==> src/base64_encoder_core_macros.svh <==
// Assertion helpers for the file that checks internal behavior.
`ifndef BASE64_ENCODER_CORE_MACROS_SVH
`define BASE64_ENCODER_CORE_MACROS_SVH

// Same-cycle implication, checked outside reset.
`define B64E_ASSERT_NOW(label, clk, rst, ante, cons, msg) \
  label: assert property (@(posedge clk) disable iff (rst) (ante) |-> (cons)) \
    else $error(msg);

// Next-cycle implication, checked outside reset.
`define B64E_ASSERT_NEXT(label, clk, rst, ante, cons, msg) \
  label: assert property (@(posedge clk) disable iff (rst) (ante) |=> (cons)) \
    else $error(msg);

`endif

==> src/b64e_pkg.sv <==
// ----------------------------------------------------------------------------
// b64e_pkg
// Types, constants and the character mapping of the base64 encoder.
// ----------------------------------------------------------------------------
`timescale 1ns / 1ps

package b64e_pkg;

  localparam logic [7:0] PAD_CHAR = 8'd61;

  // Number of bytes held by the packer.
  localparam logic [1:0] HELD_NONE = 2'd0;
  localparam logic [1:0] HELD_ONE  = 2'd1;
  localparam logic [1:0] HELD_TWO  = 2'd2;

  // Number of real bytes in a group.
  localparam logic [1:0] GROUP_ONE   = 2'd1;
  localparam logic [1:0] GROUP_TWO   = 2'd2;
  localparam logic [1:0] GROUP_THREE = 2'd3;

  localparam int QUEUE_DEPTH = 2;
  localparam int QCOUNT_W    = $clog2(QUEUE_DEPTH + 1);

  typedef struct packed {
    logic [7:0] b0;
    logic [7:0] b1;
    logic [7:0] b2;
    logic [1:0] nbytes;
    logic       is_final;
  } group_t;

  typedef struct packed {
    logic   push;
    group_t group;
  } front_out_t;

  typedef struct packed {
    logic   not_empty;
    logic   full;
    group_t head;
  } queue_status_t;

  // Maps a six-bit value onto the standard alphabet.
  function automatic logic [7:0] sextet_char(input logic [5:0] v);
    logic [7:0] w;
    w = {2'b00, v};
    if (v < 6'd26) begin
      return w + 8'd65;
    end else if (v < 6'd52) begin
      return w + 8'd71;
    end else if (v < 6'd62) begin
      return w - 8'd4;
    end else if (v == 6'd62) begin
      return 8'd43;
    end else begin
      return 8'd47;
    end
  endfunction

endpackage

==> src/b64e_front.sv <==
// ----------------------------------------------------------------------------
// b64e_front
// Byte packer: holds up to two bytes and releases a group of one to three.
// ----------------------------------------------------------------------------
`timescale 1ns / 1ps

module b64e_front (
  input  logic                    clk,
  input  logic                    rst,
  input  logic                    in_valid,
  output logic                    in_ready,
  input  logic [7:0]              data_byte,
  input  logic                    last_byte,
  input  b64e_pkg::queue_status_t qstat,
  output b64e_pkg::front_out_t    fout,
  output logic [1:0]              held_level
);
  import b64e_pkg::*;

  logic [7:0] held_first;
  logic [7:0] held_second;
  logic [1:0] held_count;
  logic [1:0] held_count_next;
  logic       emits;
  logic       accept;

  // A group leaves on the last byte or on the third byte.
  assign emits    = last_byte || !(held_count == HELD_NONE || held_count == HELD_ONE);
  assign in_ready = !emits || !qstat.full;
  assign accept   = in_valid && in_ready;
  assign held_level = held_count;

  always_comb begin
    fout.push           = accept && emits;
    fout.group.is_final = last_byte;
    held_count_next     = held_count;
    case (held_count)
      HELD_NONE: begin
        fout.group.b0     = data_byte;
        fout.group.b1     = 8'd0;
        fout.group.b2     = 8'd0;
        fout.group.nbytes = GROUP_ONE;
        if (accept && !last_byte) held_count_next = HELD_ONE;
      end
      HELD_ONE: begin
        fout.group.b0     = held_first;
        fout.group.b1     = data_byte;
        fout.group.b2     = 8'd0;
        fout.group.nbytes = GROUP_TWO;
        if (accept) held_count_next = last_byte ? HELD_NONE : HELD_TWO;
      end
      default: begin
        fout.group.b0     = held_first;
        fout.group.b1     = held_second;
        fout.group.b2     = data_byte;
        fout.group.nbytes = GROUP_THREE;
        if (accept) held_count_next = HELD_NONE;
      end
    endcase
  end

  always_ff @(posedge clk) begin
    if (rst) begin
      held_count <= HELD_NONE;
    end else begin
      held_count <= held_count_next;
    end
  end

  always_ff @(posedge clk) begin
    if (accept && !last_byte && held_count == HELD_NONE) held_first <= data_byte;
    if (accept && !last_byte && held_count == HELD_ONE) held_second <= data_byte;
  end

endmodule

==> src/b64e_queue.sv <==
// ----------------------------------------------------------------------------
// b64e_queue
// Short group queue between the packer and the character stage.
// ----------------------------------------------------------------------------
`timescale 1ns / 1ps

module b64e_queue (
  input  logic                    clk,
  input  logic                    rst,
  input  b64e_pkg::front_out_t    fout,
  input  logic                    pop,
  output b64e_pkg::queue_status_t qstat
);
  import b64e_pkg::*;

  localparam int PTR_W = (QUEUE_DEPTH > 1) ? $clog2(QUEUE_DEPTH) : 1;

  group_t              entries [QUEUE_DEPTH];
  logic [PTR_W-1:0]    wr_ptr;
  logic [PTR_W-1:0]    rd_ptr;
  logic [QCOUNT_W-1:0] count;
  logic                do_push;
  logic                do_pop;

  assign qstat.not_empty = (count != '0);
  assign qstat.full      = (count == QCOUNT_W'(QUEUE_DEPTH));
  assign qstat.head      = entries[rd_ptr];
  assign do_push = fout.push && !qstat.full;
  assign do_pop  = pop && qstat.not_empty;

  function automatic logic [PTR_W-1:0] bump(input logic [PTR_W-1:0] p);
    if (p == PTR_W'(QUEUE_DEPTH - 1)) return '0;
    return p + 1'b1;
  endfunction

  always_ff @(posedge clk) begin
    if (rst) begin
      wr_ptr <= '0;
      rd_ptr <= '0;
      count  <= '0;
    end else begin
      if (do_push) wr_ptr <= bump(wr_ptr);
      if (do_pop) rd_ptr <= bump(rd_ptr);
      if (do_push && !do_pop) begin
        count <= count + 1'b1;
      end else if (do_pop && !do_push) begin
        count <= count - 1'b1;
      end
    end
  end

  always_ff @(posedge clk) begin
    if (do_push) entries[wr_ptr] <= fout.group;
  end

endmodule

==> src/b64e_back.sv <==
// ----------------------------------------------------------------------------
// b64e_back
// Character stage: maps a group to four characters into the output register.
// ----------------------------------------------------------------------------
`timescale 1ns / 1ps

module b64e_back (
  input  logic                    clk,
  input  logic                    rst,
  input  b64e_pkg::queue_status_t qstat,
  output logic                    pop,
  output logic                    out_valid,
  input  logic                    out_ready,
  output logic [7:0]              char_first,
  output logic [7:0]              char_second,
  output logic [7:0]              char_third,
  output logic [7:0]              char_fourth,
  output logic                    group_is_final
);
  import b64e_pkg::*;

  logic [23:0] bits;
  logic [7:0]  c0;
  logic [7:0]  c1;
  logic [7:0]  c2;
  logic [7:0]  c3;

  assign pop  = qstat.not_empty && (!out_valid || out_ready);
  assign bits = {qstat.head.b0, qstat.head.b1, qstat.head.b2};

  always_comb begin
    c0 = sextet_char(bits[23:18]);
    c1 = sextet_char(bits[17:12]);
    c2 = (qstat.head.nbytes == GROUP_ONE) ? PAD_CHAR : sextet_char(bits[11:6]);
    c3 = (qstat.head.nbytes == GROUP_THREE) ? sextet_char(bits[5:0]) : PAD_CHAR;
  end

  always_ff @(posedge clk) begin
    if (rst) begin
      out_valid <= 1'b0;
    end else if (pop) begin
      out_valid <= 1'b1;
    end else if (out_ready) begin
      out_valid <= 1'b0;
    end
  end

  always_ff @(posedge clk) begin
    if (pop) begin
      char_first     <= c0;
      char_second    <= c1;
      char_third     <= c2;
      char_fourth    <= c3;
      group_is_final <= qstat.head.is_final;
    end
  end

endmodule

==> src/base64_encoder_core.sv <==
// ----------------------------------------------------------------------------
// base64_encoder_core
// Base64 encoder: raw bytes in, groups of four alphabet characters out.
// ----------------------------------------------------------------------------
//  channel  | signals                                   | beat
//  ---------+-------------------------------------------+----------------------
//  input    | in_valid, in_ready, data_byte, last_byte   | one raw byte
//  output   | out_valid, out_ready, char_first..fourth,  | one group of four
//           | group_is_final                             | characters
//
// One byte is taken per cycle while in_ready is high; when its third or last
// byte is taken, a group goes into a two-entry group queue, then the output register.
// Reset clears the held-byte count, the queue and the output valid flag.
// A stalled output fills the queue; bytes that complete a group then wait,
// while bytes that are only held are still taken.
`timescale 1ns / 1ps
`include "base64_encoder_core_macros.svh"

module base64_encoder_core (
  input  logic       clk,
  input  logic       rst,
  input  logic       in_valid,
  output logic       in_ready,
  input  logic [7:0] data_byte,
  input  logic       last_byte,
  output logic       out_valid,
  input  logic       out_ready,
  output logic [7:0] char_first,
  output logic [7:0] char_second,
  output logic [7:0] char_third,
  output logic [7:0] char_fourth,
  output logic       group_is_final
);
  import b64e_pkg::*;

  front_out_t    fout;
  queue_status_t qstat;
  logic          pop;
  logic [1:0]    held_level;

  b64e_front u_front (
    .clk        (clk),
    .rst        (rst),
    .in_valid   (in_valid),
    .in_ready   (in_ready),
    .data_byte  (data_byte),
    .last_byte  (last_byte),
    .qstat      (qstat),
    .fout       (fout),
    .held_level (held_level)
  );

  b64e_queue u_queue (
    .clk   (clk),
    .rst   (rst),
    .fout  (fout),
    .pop   (pop),
    .qstat (qstat)
  );

  b64e_back u_back (
    .clk            (clk),
    .rst            (rst),
    .qstat          (qstat),
    .pop            (pop),
    .out_valid      (out_valid),
    .out_ready      (out_ready),
    .char_first     (char_first),
    .char_second    (char_second),
    .char_third     (char_third),
    .char_fourth    (char_fourth),
    .group_is_final (group_is_final)
  );

  `B64E_ASSERT_NOW(a_no_overflow, clk, rst, fout.push, !qstat.full, "group pushed into full queue")
  `B64E_ASSERT_NOW(a_held_range, clk, rst, 1'b1, held_level != 2'd3, "held count out of range")
  `B64E_ASSERT_NOW(a_pad_order, clk, rst, out_valid && char_third == PAD_CHAR, char_fourth == PAD_CHAR, "third pad without fourth pad")
  `B64E_ASSERT_NEXT(a_pop_shows, clk, rst, pop, out_valid, "popped group not shown")

endmodule
==> config.mk <==
export PLATFORM = sky130hd
export DESIGN_NAME = base64_encoder_core
export DESIGN_NICKNAME = d
export VERILOG_FILES = /design/src/b64e_pkg.sv /design/src/b64e_front.sv /design/src/b64e_queue.sv /design/src/b64e_back.sv /design/src/base64_encoder_core.sv
export VERILOG_INCLUDE_DIRS = /design/src /design/src/src
export SDC_FILE = /design/constraint.sdc
export NUM_CORES = 1
export LEC_CHECK = 0
export ABC_AREA = 1
export BUFFER_PORTS_ARGS = -buffer_cell sky130_fd_sc_hd__buf_2
export CAP_MARGIN = 20
export CELL_PAD_IN_SITES_DETAIL_PLACEMENT = 0
export CELL_PAD_IN_SITES_GLOBAL_PLACEMENT = 1
export CORE_MARGIN = 3
export CORE_UTILIZATION = 47
export DETAILED_ROUTE_END_ITERATION = 8
export PLACE_DENSITY_LB_ADDON = 0.12
export SLEW_MARGIN = 25
export SYNTH_ARGS = -nofsm -noshare
export SYNTH_HDL_FRONTEND = slang
export SYNTH_SLANG_ARGS = --single-unit
==> constraint.sdc <==
create_clock -name clk -period 4 [get_ports clk]
set_input_delay 0.8 -clock clk [delete_from_list [all_inputs] [get_ports clk]]
set_output_delay 0.8 -clock clk [all_outputs]
set_load 0.02 [all_outputs]
=== Word level (Yosys, flattened, before mapping) ===
Memory sizes are Yosys's and may differ from the RTL's. A register that Yosys moved wholly into a read port is not among the register bits.
Cells that the tools add are included.

* Reductions and logical operators: 27
* Equality and inequality tests: 10
* Order comparisons: 12
* Muxes and demuxes: 40
* $add $sub $neg: 16

{| class="wikitable"
|+ Operators with widths
! cell !! count
|-
| $mux W8 || 12
|-
| $add A6 B7 Y8 const B || 8
|-
| $pmux W26 S2 || 1
|-
| $lt A6 B6 Y1 const B || 8
|-
| $sub A6 B3 Y7 const B || 4
|-
| $eq A6 B6 Y1 const B || 4
|-
| $lt A6 B5 Y1 const B || 4
|-
| $mux W1 || 16
|-
| $mux W2 || 6
|-
| $mux W3 || 4
|-
| $logic_and A1 B1 Y1 || 10
|-
| $reduce_bool A2 Y1 || 4
|-
| $logic_not A1 Y1 || 7
|-
| $eq A2 B1 Y1 const B || 2
|-
| $eq A2 B2 Y1 const B || 2
|-
| $logic_or A1 B1 Y1 || 4
|-
| $pmux W2 S2 || 1
|-
| $reduce_and A3 Y1 || 1
|-
| $add A1 B1 Y1 const B || 2
|-
| $add A2 B1 Y2 const B || 1
|-
| $logic_not A2 Y1 || 1
|-
| $ne A2 B1 Y1 const B || 1
|-
| $ne A2 B2 Y1 const B || 1
|-
| $sub A2 B1 Y2 const B || 1
|}

* RAM bits: 54
* Output and inout port bits: 35
* Memories kept: 1
* Input port bits: 13
* Register bits: 56

{| class="wikitable"
|+ Memories
! memory !! words !! width !! rd ports !! clocked after Yosys merged registers in !! wr ports !! RTL line !! RTL
|-
| u_queue.entries || 2 || 27 || 1 || 1 || 1 || b64e_queue.sv:18 || <nowiki>group_t entries [QUEUE_DEPTH];</nowiki>
|}

=== Logic depth before layout (Yosys ltp) ===
* Depth in word-level cells: 13
* Depth in mapped cells: 15

=== Modules after synthesis ===
From an unflattened synthesis, not the netlist that was laid out.

* Cells, all modules: 573
* Area, all modules: 5885.6 µm²

{| class="wikitable"
|+ Modules (own cells, without submodules)
! module !! area an instance (µm²) !! instances !! cells an instance
|-
| b64e_back || 2726.4 || 1 || 364
|-
| b64e_queue || 2296.0 || 1 || 121
|-
| b64e_front || 863.3 || 1 || 88
|}

=== Worst setup path before layout ===
Ideal clock, no wire load.

* Path kind: input to register
* Start: input port out_ready
* End: register u_queue.count[1]
* Cell stages on the path: 8
* Slack: 0.374 ns
* Library setup time: 0.058 ns
* Arrival time: 3.569 ns
* Cells stage by stage: nor2_1 -> a21oi_1 -> inv_1 -> ha_1 -> a21oi_1 -> o21ai_0 -> a21oi_1 -> o21a_1

* Longest elaborated chain between the ends: 6

{| class="wikitable"
|+ RTL lines
! what !! RTL line !! RTL
|-
| from (decl) || base64_encoder_core.sv:27 || <nowiki>input logic out_ready,</nowiki>
|-
| $logic_or A1 B1 Y1 (*) || b64e_back.sv:28 || <nowiki>assign pop = qstat.not_empty && (!out_valid || out_ready);</nowiki>
|-
| $logic_and A1 B1 Y1 (*) || b64e_back.sv:28 ||
|-
| named net pop || base64_encoder_core.sv:38 || <nowiki>logic pop;</nowiki>
|-
| $logic_and A1 B1 Y1 (*) || b64e_queue.sv:29 || <nowiki>assign do_pop = pop && qstat.not_empty;</nowiki>
|-
| $logic_not A1 Y1 || b64e_queue.sv:44 || <nowiki>if (do_push && !do_pop) begin</nowiki>
|-
| $logic_and A1 B1 Y1 || b64e_queue.sv:44 ||
|-
| $mux W2 / $reduce_bool A2 Y1 (equally long branches) || -- ||
|-
| to (signal assigned) || b64e_queue.sv:45 || <nowiki>count <= count + 1'b1;</nowiki>
|-
| to (signal assigned) || b64e_queue.sv:47 || <nowiki>count <= count - 1'b1;</nowiki>
|-
| to (decl) || b64e_queue.sv:21 || <nowiki>logic [QCOUNT_W-1:0] count;</nowiki>
|}

Mark *: on every way through the listed nets, which the timed path passes. The rest lies on a longest branch.
A chain may end at the register's enable or synchronous reset.

==> results.md <==
* Post-synthesis mux area share at 0
* Vias in the first global route at 3926
* Layout net count at 726
* Largest family of logic cells by synthesized area: simple AND/OR/NAND/NOR gates
* Minimum hold slack at slightly below 500 ps
* Synthesized Nets at 676
* DR iter-0 viols at between 200 and 250
* Via count at 4184
* Tcrit/Tclk final at 0.680
* Setup violators final at 0
* Number of synthesized flops with an enable pin at 103
* Antenna Cells at 0
* Via/cell ratio at 4.84
* Seq/Total Area, Yosys at 0.542
* Async S/R FF share, synth at 0
* Share of layout cells above drive strength 1 at 0.168
* GPL Wtd Cong at between 0.8 and 0.9
* Maximum fanout along the worst path at 32
* P per Cell Area at 721 nW/µm²
* First-pass GRT wire length at 19000 µm
* Slew Viols, Final at 0
* Layout fillers at about 1100
* Hold Path Class: flip-flop to flip-flop
* Xor/xnor share of the synthesized area at 0.0233
* Final ANT Viol Nets at 0
* LEAKAGE at 2.92 nW
* 1st-pass router iterations at 4
* Fin worst setup slack at 1280 ps
* Placed cell areas at 6380 µm²
* Min Tclk post-route at 2720 ps
* Clk slew on worst S/H paths at approximately 80 ps
* Synth Area in Simple Gates at 0.241
* CP endpoint: u_back.char_third[3]
* Post-Route WL at 11100 µm
* Root buffer cell: clkbuf_16
* Synthesis Warnings at 0
* Gr usage total at 0.165
* Die area at 14200 µm²
* Crit end category: flip-flop
* Die extent in y at 119 µm
* Initial core utilization at 0.490
* Die Wd at 119 µm
* Final HPWL DP at approximately 8000 µm
* Clk sinks at ~110
* CTS tree: done
* Worst-Skew Late Latency at roughly 350 ps
* Largest net degree at the start of global routing at 37
* R2r endpoint: u_back.char_third[3]
* Top cells by area, synth: edfxtp_1 (51%), nand2_1 (12%), inv_1 (5.1%)
* Data required, critical path at ~4100 ps
* Grt total ovfl at 0
* Critical path class: flip-flop to flip-flop
* # IOs at 48
* Drt wl/cell at between 10 and 15 µm
* Primary FF master, synth: edfxtp_1
* Max clock buf depth at 2
* Seq cells post-synth at 111
* Initial antenna violation count at 0
* Worst R2R Setup Slack at between 1000 and 1500 ps
* Post-Synth Adder-Cell Area at 0.0458
* Mean Syn Cell Area at 9.37 µm²
* Layout Skew at 11.4 ps
* Status: complete, no violations
* Area of the core at 12300 µm²
* Worst VDD drop at about 0.56 mV
* Pre-CTS setup slack at 1300 ps
* Post-CTS sizing at 0
* Crit path DAT at 2820 ps
* Area added between synthesis and finish at 11.2%
* Worst slew pin tran at 702 ps
* Final Power at 4.81 mW
* # rows at 40
* Fmax at approximately 370 MHz
* Complex-gate fraction of the synthesized area at 0.0731
* Setup TNS at 0 ps
* Total CTS buffers at 9
* Commonest cells in the netlist: nand2_1 (198), edfxtp_1 (103), inv_1 (82), nor2_1 (46), nand3_1 (34)
* CTS Hold Bufs at 0
* Count of final hold-check violations at 0
* Synthesized instance count at 641
* Most common cell in the netlist: nand2_1
* Postcts setup bufs at 0
* Cell area after layout at approximately 6700 µm²
* H-tree depth at 3
* Post-synthesis cell type count at 41
* Reg2reg path depth at 13
* Post-synth top area share at 0.515
* Dominant cell type by area after synthesis: edfxtp_1
* Post-route DRC violation count at 0
* Unrepaired setup endpoints after global routing: no
* Port-buffer cells at 47
* Max-cap violation count at 0
* Mapped cell area at 6010 µm²
* Worst setup SP type: flip-flop
* Max transition margin at 0.531
critical path: stages, from the launching register on:
cell	delay (ps)
dfxtp_1	780
buf_4	430
nand2_1	80
nand2_1	180
inv_1	110
ha_1	230
inv_1	70
nand3_2	150
nor2_2	170
nand2_1	70
nand2_1	60
inv_1	30
nand2_1	50
nand2_1	40
kinds of logic after synthesis:
| kind of cell | Yosys count |
|---|---|
| simple gates | 325 |
| flops | 111 |
| buf+inv | 99 |
| compound gates | 68 |
| fa+ha+maj | 22 |
| xor+xnor | 16 |
placed cells by master, fill, tap and decap left out, types with 4 or more instances in the layout:
master     count
ha_1          22
edfxtp_1     103
buf_2         47
nand3_1       34
a22o_1         4
xnor2_1        9
inv_1         82
a21oi_1       19
nor2_1        44
nor3_1         5
nand3_2        4
xor2_1         7
o21ai_4        4
buf_4          4
nand2_2       12
nand2_1      198
nand2_4        5
inv_2          4
nand4_1        4
o21ai_2        8
o21ai_1        8
clkbuf_16     10
dfxtp_1        8
o21ai_0       20
nor2_2         7
sequential cells by signal, summed over array words and instances (netlist names), named ones only:
register,count
u_queue.entries,54
u_back.char_first,8
u_back.char_fourth,8
u_back.char_second,8
u_back.char_third,8
u_front.held_first,8
u_front.held_second,8
u_front.held_level,2
u_queue.count,2
u_back.group_is_final,1
u_back.out_valid,1
u_queue.rd_ptr,1
u_queue.wr_ptr,1
worst min-delay path by stage:
stage / start / endpoint / cells after the start
after global placement: u_front.held_level[0] / u_front.held_level[0] / 2
final: u_front.held_level[0] / u_front.held_level[0] / 2
after global routing: u_front.held_level[0] / u_front.held_level[0] / 2
after floorplan: u_front.held_level[0] / u_front.held_level[0] / 2
after detailed placement: u_front.held_level[0] / u_front.held_level[0] / 2
after CTS: u_front.held_level[0] / u_front.held_level[0] / 2
per-stage QoR:
| step | util | std cells |
|---|---|---|
| CTS | 0.545 | 864 |
| detailed placement | 0.520 | 848 |
| floorplan | - | 641 |
| global route | 0.545 | 864 |
| global placement | 0.520 | 848 |
| finish | 0.545 | 864 |
layer usage:
metal / routed length, µm / track usage / share of wire
met5: 0 / 0 / 0
met4: 117 / 0.0507 / 0.011
met3: 457 / 0.0323 / 0.041
met2: 5060 / 0.260 / 0.45
met1: 5490 / 0.231 / 0.49
area by class of cell:
class,count,area [µm²],area share
inverters,87,334,0.0500
clock inverters,5,46.3,0.00693
flip-flops and latches,111,3250,0.487
clock buffers,11,254,0.0380
multi-input cells,431,2320,0.347
well taps,168,210,0.0315
repair buffers,51,265,0.0397
where the power goes:
| group | internal, mW | switching (mW) | total, mW |
|---|---|---|---|
| clock network | 0.474 | 0.421 | 0.895 |
| logic | 0.701 | 1.51 | 2.21 |
| registers | 1.63 | 0.0759 | 1.71 |
| total | 2.81 | 2.01 | 4.81 |
No activity file was read; power rests on OpenSTA's default activity.
